--- config.mk ---
export PLATFORM = sky130hd
export DESIGN_NAME = rgbx_to_yuv420_quad_converter_unit_flat
export DESIGN_NICKNAME = d
export VERILOG_FILES = /design/src/design/r2y_pkg.sv /design/src/design/r2y_stream_if.sv /design/src/design/rgbx_to_yuv420_quad_converter_unit.sv /design/src/flat_wrapper.sv
export VERILOG_INCLUDE_DIRS = /design/src /design/src/design
export SDC_FILE = /design/constraint.sdc
export NUM_CORES = 1
export LEC_CHECK = 0
export BUFFER_PORTS_ARGS = -buffer_cell sky130_fd_sc_hd__buf_4
export CORE_UTILIZATION = 55
export CTS_BUF_LIST = sky130_fd_sc_hd__clkbuf_16
export CTS_CLUSTER_SIZE = 14
export DETAILED_ROUTE_END_ITERATION = 10
export PLACE_DENSITY = 0.88
export SYNTH_ARGS = -nofsm -noshare
export SYNTH_HDL_FRONTEND = slang
export SYNTH_SLANG_ARGS = --single-unit
export TNS_END_PERCENT = 20
--- constraint.sdc ---
create_clock -name clk -period 5.27 [get_ports clk]
set_clock_uncertainty 0.05 [all_clocks]
set_input_delay 0.527 -clock clk [delete_from_list [all_inputs] [get_ports clk]]
set_output_delay 0.527 -clock clk [all_outputs]
set_load 0.005 [all_outputs]
--- src/design/rgbx_to_yuv420_quad_converter_unit_defines.svh ---
// Assertion helpers for the RGBx to YUV 4:2:0 quad converter.
// R2Y_ASSERT checks on every edge outside reset; R2Y_ASSERT_ALWAYS also during reset.
`ifndef RGBX_TO_YUV420_QUAD_CONVERTER_UNIT_DEFINES_SVH
`define RGBX_TO_YUV420_QUAD_CONVERTER_UNIT_DEFINES_SVH

`ifndef ASSERT_OFF
`define R2Y_ASSERT(lbl, clk, rst_n, prop, msg) \
	lbl: assert property (@(posedge clk) disable iff (!rst_n) prop) else $error(msg);
`define R2Y_ASSERT_ALWAYS(lbl, clk, prop, msg) \
	lbl: assert property (@(posedge clk) prop) else $error(msg);
`else
`define R2Y_ASSERT(lbl, clk, rst_n, prop, msg)
`define R2Y_ASSERT_ALWAYS(lbl, clk, prop, msg)
`endif

`endif

--- src/design/r2y_pkg.sv ---
package r2y_pkg;

	localparam int FrameDimW = 13;
	localparam int CoordW    = 11;
	localparam int PixelW    = 32;
	localparam int CfgIdxW   = 2;

	// register indexes
	localparam logic [CfgIdxW-1:0] CFG_FRAME_WIDTH     = 2'd0;
	localparam logic [CfgIdxW-1:0] CFG_FRAME_HEIGHT    = 2'd1;
	localparam logic [CfgIdxW-1:0] CFG_RED_IN_LOW_BYTE = 2'd2;

	localparam int FrameWidthReset  = 1920;
	localparam int FrameHeightReset = 1080;

	// BT.601 integer weights
	localparam logic [7:0] Y_R  = 8'd66;
	localparam logic [7:0] Y_G  = 8'd129;
	localparam logic [7:0] Y_B  = 8'd25;
	localparam logic [7:0] Y_OFS = 8'd16;
	localparam logic [7:0] U_R  = 8'd38;  // subtracted
	localparam logic [7:0] U_G  = 8'd74;  // subtracted
	localparam logic [7:0] U_B  = 8'd112;
	localparam logic [7:0] V_R  = 8'd112;
	localparam logic [7:0] V_G  = 8'd94;  // subtracted
	localparam logic [7:0] V_B  = 8'd18;  // subtracted

	typedef struct packed {
		logic [CoordW-1:0] block_column;
		logic [CoordW-1:0] block_row;
		logic [PixelW-1:0] pixel_top_left;
		logic [PixelW-1:0] pixel_top_right;
		logic [PixelW-1:0] pixel_bottom_left;
		logic [PixelW-1:0] pixel_bottom_right;
	} quad_t;

	typedef struct packed {
		logic       block_in_frame;
		logic [7:0] luma_top_left;
		logic [7:0] luma_top_right;
		logic [7:0] luma_bottom_left;
		logic [7:0] luma_bottom_right;
		logic [3:0] luma_valid_mask;
		logic [7:0] chroma_u;
		logic [7:0] chroma_v;
	} result_t;

	typedef struct packed {
		logic [CfgIdxW-1:0]   index;
		logic [FrameDimW-1:0] value;
	} cfg_wr_t;

	typedef struct packed {
		logic [7:0] r;
		logic [7:0] g;
		logic [7:0] b;
	} rgb_t;

	function automatic rgb_t split_rgb(input logic [PixelW-1:0] px, input logic red_low);
		rgb_t c;
		c.g = px[15:8];
		c.r = red_low ? px[7:0] : px[23:16];
		c.b = red_low ? px[23:16] : px[7:0];
		return c;
	endfunction

endpackage

--- src/design/r2y_stream_if.sv ---
interface r2y_stream_if #(
	parameter type payload_t = logic
);
	logic     valid;
	logic     ready;
	payload_t data;

	modport source (output valid, output data, input ready);
	modport sink   (input valid, input data, output ready);
endinterface

--- src/design/rgbx_to_yuv420_quad_converter_unit.sv ---
// RGBx to YUV 4:2:0 quad converter. Each transfer on quad carries one 2x2 block of 32-bit
// RGBx pixels with its block coordinates; each transfer on result returns four Y values,
// a Y valid mask and one U/V pair (BT.601 integer weights, chroma from the average of the
// in-frame pixels). The block is a four-stage pipeline (channel split and frame checks,
// weighted sums, luma finish and chroma average, chroma products into the output
// register), so it takes one quad per clock while result is not stalled; back
// pressure on result stalls every full stage without losing or repeating anything. Frame size
// and byte order sit in registers written over cfg (always ready, one write per clock),
// which must only be written while no quad is in flight. Dimensions above MAX_FRAME_DIM
// are clamped on write.
`include "rgbx_to_yuv420_quad_converter_unit_defines.svh"

module rgbx_to_yuv420_quad_converter_unit
	import r2y_pkg::*;
#(
	parameter int MAX_FRAME_DIM = 4096
) (
	input  logic                     clk,
	input  logic                     arst_n,
	r2y_stream_if.sink               quad,
	r2y_stream_if.source             result,
	r2y_stream_if.sink               cfg
);

	// dimension width wide enough for the clamp value and the raw register
	localparam int ClogMax   = $clog2(MAX_FRAME_DIM + 1);
	localparam int DimW      = (ClogMax > FrameDimW) ? ClogMax : FrameDimW;
	localparam int CmpW      = DimW + 1;
	localparam int ResetW    = (FrameWidthReset > MAX_FRAME_DIM) ? MAX_FRAME_DIM
	                                                             : FrameWidthReset;
	localparam int ResetH    = (FrameHeightReset > MAX_FRAME_DIM) ? MAX_FRAME_DIM
	                                                              : FrameHeightReset;

	// ---------------- configuration ----------------
	// width/height are stored clamped, along with the half-size grid bound
	logic [DimW-1:0] width_q, height_q, half_w_q, half_h_q;
	logic            red_low_q;
	logic [DimW-1:0] cfg_dim;
	logic [DimW:0]   cfg_dim_p1;

	assign cfg.ready = 1'b1;

	always_comb begin
		cfg_dim    = DimW'(cfg.data.value);
		if (cfg_dim > DimW'(MAX_FRAME_DIM)) begin
			cfg_dim = DimW'(MAX_FRAME_DIM);
		end
		cfg_dim_p1 = {1'b0, cfg_dim} + (DimW+1)'(1);
	end

	always_ff @(posedge clk or negedge arst_n) begin
		if (!arst_n) begin
			width_q   <= DimW'(ResetW);
			height_q  <= DimW'(ResetH);
			half_w_q  <= DimW'((ResetW + 1) / 2);
			half_h_q  <= DimW'((ResetH + 1) / 2);
			red_low_q <= 1'b0;
		end else if (cfg.valid) begin
			case (cfg.data.index)
				CFG_FRAME_WIDTH: begin
					width_q  <= cfg_dim;
					half_w_q <= cfg_dim_p1[DimW:1];
				end
				CFG_FRAME_HEIGHT: begin
					height_q <= cfg_dim;
					half_h_q <= cfg_dim_p1[DimW:1];
				end
				CFG_RED_IN_LOW_BYTE: begin
					red_low_q <= cfg.data.value[0];
				end
				default: begin
				end
			endcase
		end
	end

	// ---------------- stall control ----------------
	// a stage loads when it is empty or its content moves on
	logic v_s1, v_s2, v_s3, v_s4;
	logic en_s1, en_s2, en_s3, en_s4;

	assign en_s4      = !v_s4 || result.ready;
	assign en_s3      = !v_s3 || en_s4;
	assign en_s2      = !v_s2 || en_s3;
	assign en_s1      = !v_s1 || en_s2;
	assign quad.ready = en_s1;

	always_ff @(posedge clk or negedge arst_n) begin
		if (!arst_n) begin
			v_s1 <= 1'b0;
			v_s2 <= 1'b0;
			v_s3 <= 1'b0;
			v_s4 <= 1'b0;
		end else begin
			if (en_s1) begin
				v_s1 <= quad.valid;
			end
			if (en_s2) begin
				v_s2 <= v_s1;
			end
			if (en_s3) begin
				v_s3 <= v_s2;
			end
			if (en_s4) begin
				v_s4 <= v_s3;
			end
		end
	end

	// ---------------- stage 1: frame checks, channel split ----------------
	logic       grid_s1, right_s1, bottom_s1;
	rgb_t       rgb_s1 [4];
	logic       grid_c, right_c, bottom_c;

	always_comb begin
		grid_c   = (CmpW'(quad.data.block_column) < CmpW'(half_w_q)) &&
		           (CmpW'(quad.data.block_row) < CmpW'(half_h_q));
		// 2*col+1 < width: right column exists
		right_c  = CmpW'({quad.data.block_column, 1'b1}) < CmpW'(width_q);
		bottom_c = CmpW'({quad.data.block_row, 1'b1}) < CmpW'(height_q);
	end

	always_ff @(posedge clk) begin
		if (en_s1) begin
			grid_s1   <= grid_c;
			right_s1  <= right_c;
			bottom_s1 <= bottom_c;
			rgb_s1[0] <= split_rgb(quad.data.pixel_top_left, red_low_q);
			rgb_s1[1] <= split_rgb(quad.data.pixel_top_right, red_low_q);
			rgb_s1[2] <= split_rgb(quad.data.pixel_bottom_left, red_low_q);
			rgb_s1[3] <= split_rgb(quad.data.pixel_bottom_right, red_low_q);
		end
	end

	// ---------------- stage 2: luma weighted sums, chroma channel sums ----------------
	logic [3:0]  mask_c;
	logic [1:0]  shift_c;
	logic [15:0] ywt_c [4];
	logic [9:0]  sum_r_c, sum_g_c, sum_b_c;

	logic [3:0]  mask_s2;
	logic [1:0]  shift_s2;
	logic [15:0] ywt_s2 [4];
	logic [9:0]  sum_r_s2, sum_g_s2, sum_b_s2;

	always_comb begin
		mask_c  = grid_s1 ? {right_s1 && bottom_s1, bottom_s1, right_s1, 1'b1} : 4'b0000;
		shift_c = 2'(right_s1) + 2'(bottom_s1);
		for (int i = 0; i < 4; i++) begin
			ywt_c[i] = 16'(Y_R) * 16'(rgb_s1[i].r) + 16'(Y_G) * 16'(rgb_s1[i].g) +
			           16'(Y_B) * 16'(rgb_s1[i].b);
		end
		sum_r_c = 10'(rgb_s1[0].r);
		sum_g_c = 10'(rgb_s1[0].g);
		sum_b_c = 10'(rgb_s1[0].b);
		for (int i = 1; i < 4; i++) begin
			if (mask_c[i]) begin
				sum_r_c = sum_r_c + 10'(rgb_s1[i].r);
				sum_g_c = sum_g_c + 10'(rgb_s1[i].g);
				sum_b_c = sum_b_c + 10'(rgb_s1[i].b);
			end
		end
	end

	always_ff @(posedge clk) begin
		if (en_s2) begin
			mask_s2  <= mask_c;
			shift_s2 <= shift_c;
			for (int i = 0; i < 4; i++) begin
				ywt_s2[i] <= ywt_c[i];
			end
			sum_r_s2 <= sum_r_c;
			sum_g_s2 <= sum_g_c;
			sum_b_s2 <= sum_b_c;
		end
	end

	// ---------------- stage 3: luma finish, chroma average ----------------
	logic [3:0] mask_s3;
	logic [7:0] luma_s3 [4];
	logic [7:0] avg_r_s3, avg_g_s3, avg_b_s3;
	logic [9:0] avg_r_c, avg_g_c, avg_b_c;

	always_comb begin
		// shift by log2 of the in-frame pixel count; result fits 8 bits
		avg_r_c = sum_r_s2 >> shift_s2;
		avg_g_c = sum_g_s2 >> shift_s2;
		avg_b_c = sum_b_s2 >> shift_s2;
	end

	always_ff @(posedge clk) begin
		if (en_s3) begin
			mask_s3 <= mask_s2;
			for (int i = 0; i < 4; i++) begin
				luma_s3[i] <= mask_s2[i] ? (ywt_s2[i][15:8] + Y_OFS) : 8'd0;
			end
			avg_r_s3 <= avg_r_c[7:0];
			avg_g_s3 <= avg_g_c[7:0];
			avg_b_s3 <= avg_b_c[7:0];
		end
	end

	// ---------------- stage 4: chroma products, output register ----------------
	logic [15:0] u_pos, u_neg, v_pos, v_neg;
	logic [16:0] u_c, v_c;
	result_t     res_c, res_s4;

	always_comb begin
		u_pos = 16'(U_B) * 16'(avg_b_s3);
		u_neg = 16'(U_R) * 16'(avg_r_s3) + 16'(U_G) * 16'(avg_g_s3);
		v_pos = 16'(V_R) * 16'(avg_r_s3);
		v_neg = 16'(V_G) * 16'(avg_g_s3) + 16'(V_B) * 16'(avg_b_s3);
		u_c   = {1'b0, u_pos} - {1'b0, u_neg};
		v_c   = {1'b0, v_pos} - {1'b0, v_neg};

		res_c.block_in_frame    = mask_s3[0];
		res_c.luma_top_left     = luma_s3[0];
		res_c.luma_top_right    = luma_s3[1];
		res_c.luma_bottom_left  = luma_s3[2];
		res_c.luma_bottom_right = luma_s3[3];
		res_c.luma_valid_mask   = mask_s3;
		// floor(x/256)+128 for a 16-bit signed x: high byte with its sign bit flipped
		res_c.chroma_u = mask_s3[0] ? {~u_c[15], u_c[14:8]} : 8'd0;
		res_c.chroma_v = mask_s3[0] ? {~v_c[15], v_c[14:8]} : 8'd0;
	end

	always_ff @(posedge clk) begin
		if (en_s4) begin
			res_s4 <= res_c;
		end
	end

	assign result.valid = v_s4;
	assign result.data  = res_s4;

	// ---------------- checks ----------------
	`R2Y_ASSERT(a_out_of_grid_zero, clk, arst_n, result.valid && !result.data.block_in_frame |-> result.data.luma_valid_mask == 4'b0000 && result.data.chroma_u == 8'd0 && result.data.chroma_v == 8'd0, "quad outside grid carries nonzero fields")
	`R2Y_ASSERT(a_corner_needs_edges, clk, arst_n, result.valid && result.data.luma_valid_mask[3] |-> result.data.luma_valid_mask[1] && result.data.luma_valid_mask[2], "bottom-right valid without right column and bottom row")
	`R2Y_ASSERT(a_stall_keeps_s4, clk, arst_n, v_s4 && !result.ready |=> v_s4 && $stable(res_s4), "output stage changed while stalled")
	`R2Y_ASSERT(a_dims_clamped, clk, arst_n, width_q <= DimW'(MAX_FRAME_DIM) && height_q <= DimW'(MAX_FRAME_DIM), "stored frame dimension above clamp")

endmodule

--- src/flat_wrapper.sv ---
// flat-port wrapper written by rule: the top's interface ports become plain ports
module rgbx_to_yuv420_quad_converter_unit_flat import r2y_pkg::*;
#(
	parameter int MAX_FRAME_DIM = 4096
)
  (clk, arst_n, quad_valid, quad_data, quad_ready, result_valid, result_data, result_ready, cfg_valid, cfg_data, cfg_ready);
  r2y_stream_if #(.payload_t(quad_t)) quad_i ();
  r2y_stream_if #(.payload_t(result_t)) result_i ();
  r2y_stream_if #(.payload_t(cfg_wr_t)) cfg_i ();
  input  logic clk;
  input  logic arst_n;
  input wire logic [$bits(quad_i.valid)-1:0] quad_valid;
  input wire logic [$bits(quad_i.data)-1:0] quad_data;
  output wire logic [$bits(quad_i.ready)-1:0] quad_ready;
  output wire logic [$bits(result_i.valid)-1:0] result_valid;
  output wire logic [$bits(result_i.data)-1:0] result_data;
  input wire logic [$bits(result_i.ready)-1:0] result_ready;
  input wire logic [$bits(cfg_i.valid)-1:0] cfg_valid;
  input wire logic [$bits(cfg_i.data)-1:0] cfg_data;
  output wire logic [$bits(cfg_i.ready)-1:0] cfg_ready;
  assign quad_i.valid = quad_valid;
  assign quad_i.data = quad_data;
  assign quad_ready = quad_i.ready;
  assign result_valid = result_i.valid;
  assign result_data = result_i.data;
  assign result_i.ready = result_ready;
  assign cfg_i.valid = cfg_valid;
  assign cfg_i.data = cfg_data;
  assign cfg_ready = cfg_i.ready;
  rgbx_to_yuv420_quad_converter_unit #(.MAX_FRAME_DIM(MAX_FRAME_DIM)) u_core (.clk(clk), .arst_n(arst_n), .quad(quad_i), .result(result_i), .cfg(cfg_i));
endmodule
==> flow_metrics.py <==
metrics = {
    "yosys": {
        "synthArstFlopShare": 0.165,
        "synth-seq-cells": 334,
        "synth_edf_count": 279,
        "syn-mean-instance-area_um2": 11.0,
        "synth-warning-count": 0,
        "synth-seq-area-share": 0.338,
        "ys.flop_type": "edfxtp_1",
        "netlist_area_um2": 28900,
        "postSynthCellCount": 2630,
        "ys_types": 73,
        "syn_nets": 3451,
    },
    "clock_tree": {
        "numCtsBuffers": 39,
        "path_clk_slew_ns": 0.06,
        "clkLatencyLatePin_ns": 0.57,
        "clk_path_buf_depth": 3,
        "root_buffer": "clkbuf_16",
        "cts_tree": "built",
        "cts_sinks": 334,
        "htreeDepth": 2,
    },
    "critical_path": {
        "crit_type": "reg2reg",
        "crit_fanout": 4,
        "worst_setup_path_end_kind": "flop",
        "ff2ff_path_depth": 19,
        "crit_required_ns": 5.51,
        "rrSetupSlack_ns": 0.05,
        "worstReg2RegEnd": "u_core.result.data[5]",
        "start_kind": "flop",
        "timing.rr.start": "u_core.avg_g_s3[5]",
        "crit_arrival_ns": 5.46,
    },
    "sta": {
        "max_slew.worst_pin.slew_ns": 1.19,
        "setup_tns_ns": 0,
        "rsz0062_at_grt": "true",
        "fin_hold_ws_ns": 0.0846,
        "fmax_mhz": 192,
        "fin_crit_sh": 0.990,
        "hold_viol_final": 0,
        "setup_ws_ns": 0.0519,
        "relSlewSlack": 0.206,
        "period_needed_ns": 5.22,
        "setup_viol": 0,
        "slew_violations": 0,
    },
    "floorplan": {
        "core-area_um2": 51600,
        "pin_count": 226,
        "initial_core_util": 0.560,
        "die_w_um": 231,
        "die_h_um": 231,
        "dieArea_um2": 53500,
        "num_rows": 83,
    },
    "run": {
        "drv_cap": 0,
    },
    "routing": {
        "antenna_left": 0,
        "totalWireLength_um": 68700,
        "dr.pass1.iters": 6,
        "wire_per_inst_um": 19.1,
        "routed_via_density": 5.74,
        "drc_errors": 0,
        "num_vias": 20618,
        "dr.first_iter.drc_count": 1376,
    },
    "placed_design": {
        "dp_slack_ns": -0.215,
        "io_buffers": 192,
        "hpwl_um": 53400,
        "gp_congestion": 0.972,
    },
    "global_route": {
        "grt_pass1_wl_um": 110000,
        "grt_pass1_vias": 21553,
        "grt_overflow": 0,
        "grt.total_usage": 0.261,
        "grt_max_degree": 70,
        "antenna_found_initial": 0,
    },
    "status": {
        "status": "finished clean",
    },
    "worst_hold_path": {
        "hold_start": "quad_data[46]",
        "hold_path_end": "u_core.rgb_s1[2][14]",
        "hp-class": "in2reg",
        "whs_path_depth": 1,
    },
    "cells_and_area": {
        "drive_gt1_frac": 0.165,
        "finish.utilization": 0.641,
        "diodes": 0,
        "syn2layout_area_growth_pct": 14.4,
        "layout_common_cells": "468 x ha_1, 418 x inv_1, 279 x edfxtp_1",
        "nets": 3701,
        "final_common_cell": "ha_1",
        "nFillCells": 3795,
    },
}
area by class of cell:
type	count	area [µm²]	share of cell area
sequential	334	9780	0.296
timing repair buffer	250	1900	0.0574
tap	680	851	0.0257
multi-input combinational	1834	17700	0.535
clock inverter	30	262	0.00790
clock buffer	41	1030	0.0310
inverter	421	1580	0.0478
cells by family after synthesis:
logic type / count (synthesis) / synth area share
flip-flops: 334 / 0.338
AO/OA/AOI/OAI: 460 / 0.103
XOR/XNOR: 140 / 0.0424
other: 1 / 0.000130
adder cells (fa/ha/maj): 651 / 0.327
buffers and inverters: 462 / 0.0603
multiplexers: 112 / 0.0501
AND/OR/NAND/NOR: 470 / 0.0798
worst max-delay path by stage:
| stage | start | endpoint | slack [ns] | cells past startpoint |
|---|---|---|---|---|
| floorplan | u_core.avg_g_s3[3] | u_core.result.data[3] | -0.02 | 19 |
| CTS | u_core.avg_g_s3[4] | u_core.result.data[5] | -0.004 | 21 |
| global placement | u_core.avg_g_s3[4] | u_core.result.data[7] | -0.13 | 20 |
| global route | u_core.avg_g_s3[5] | u_core.result.data[5] | -0.17 | 19 |
| finish | u_core.avg_g_s3[5] | u_core.result.data[5] | 0.05 | 19 |
| detailed placement | u_core.avg_g_s3[4] | u_core.result.data[7] | -0.21 | 20 |
worst max-delay path, stage by stage, from the launching register on:
cell and delay, ns:
edfxtp_1 0.44, buf_6 0.16, fa_1 0.55, inv_1 0.06, fa_1 0.46, fa_1 0.55
inv_1 0.06, ha_4 0.30, nor2b_1 0.17, o21a_1 0.20, nor2_2 0.07, xnor2_2 0.14
fa_1 0.51, inv_1 0.04, ha_1 0.21, or3_4 0.38, o31ai_4 0.30, nand2b_1 0.12
xnor2_1 0.15, nor2_1 0.05
cell usage after synthesis, types with 38 or more instances:
cell type	instances	area share
ha_1	477	0.21
inv_1	418	0.054
edfxtp_1	279	0.29
fa_1	174	0.12
nand2_1	131	0.017
o21ai_0	118	0.020
a21oi_1	117	0.020
nor2_1	105	0.014
xnor2_1	95	0.029
mux2_2	82	0.032
a21o_1	49	0.013
xor2_1	45	0.014
nor3_1	43	0.0074
dfrtp_1	39	0.034
and2_1	38	0.0082
repair_timing:
item,4_1_cts,5_1_grt
setup endpoints to repair,8,12
buffers inserted,2,3
hold endpoints to repair,39,0
pin swaps,9,12
resized for setup,19,35
hold buffers,1,0
flip-flops by register name (all words and copies together), names as in the netlist, 2 cells and up:
| signal | count |
|---|---|
| u_core.height_q | 12 |
| u_core.sum_r_s2 | 10 |
| u_core.result.data | 20 |
| u_core.avg_b_s3 | 8 |
| u_core.sum_b_s2 | 10 |
| u_core.width_q | 12 |
| u_core.shift_s2 | 2 |
| u_core.mask_s3 | 4 |
| u_core.ywt_s2 | 32 |
| u_core.sum_g_s2 | 10 |
| u_core.luma_s3 | 32 |
| u_core.mask_s2 | 4 |
| u_core.half_w_q | 13 |
| u_core.avg_g_s3 | 8 |
| result_data | 32 |
| u_core.half_h_q | 13 |
| u_core.rgb_s1 | 96 |
| u_core.avg_r_s3 | 8 |
metal layers:
metal  global-route usage  up-vias  routed length (µm)
met5                    0        -                   0
met4                0.104        0                2580
met3               0.0341      160                4020
met2                0.476      707               35400
met1                0.309    10049               26700
li1                     -     9702                   -
stage by stage:
step | instance area (µm²) | std cells
6_report | 33100 | 3590
3_3_place_gp | 31500 | 3513
2_1_floorplan | 28900 | 2630
5_1_grt | 33100 | 3590
4_1_cts | 32900 | 3587
3_5_place_dp | 31500 | 3513
Power is not shown: default switching activity piles up to over one toggle a cycle in this logic, so the estimate is an artifact.
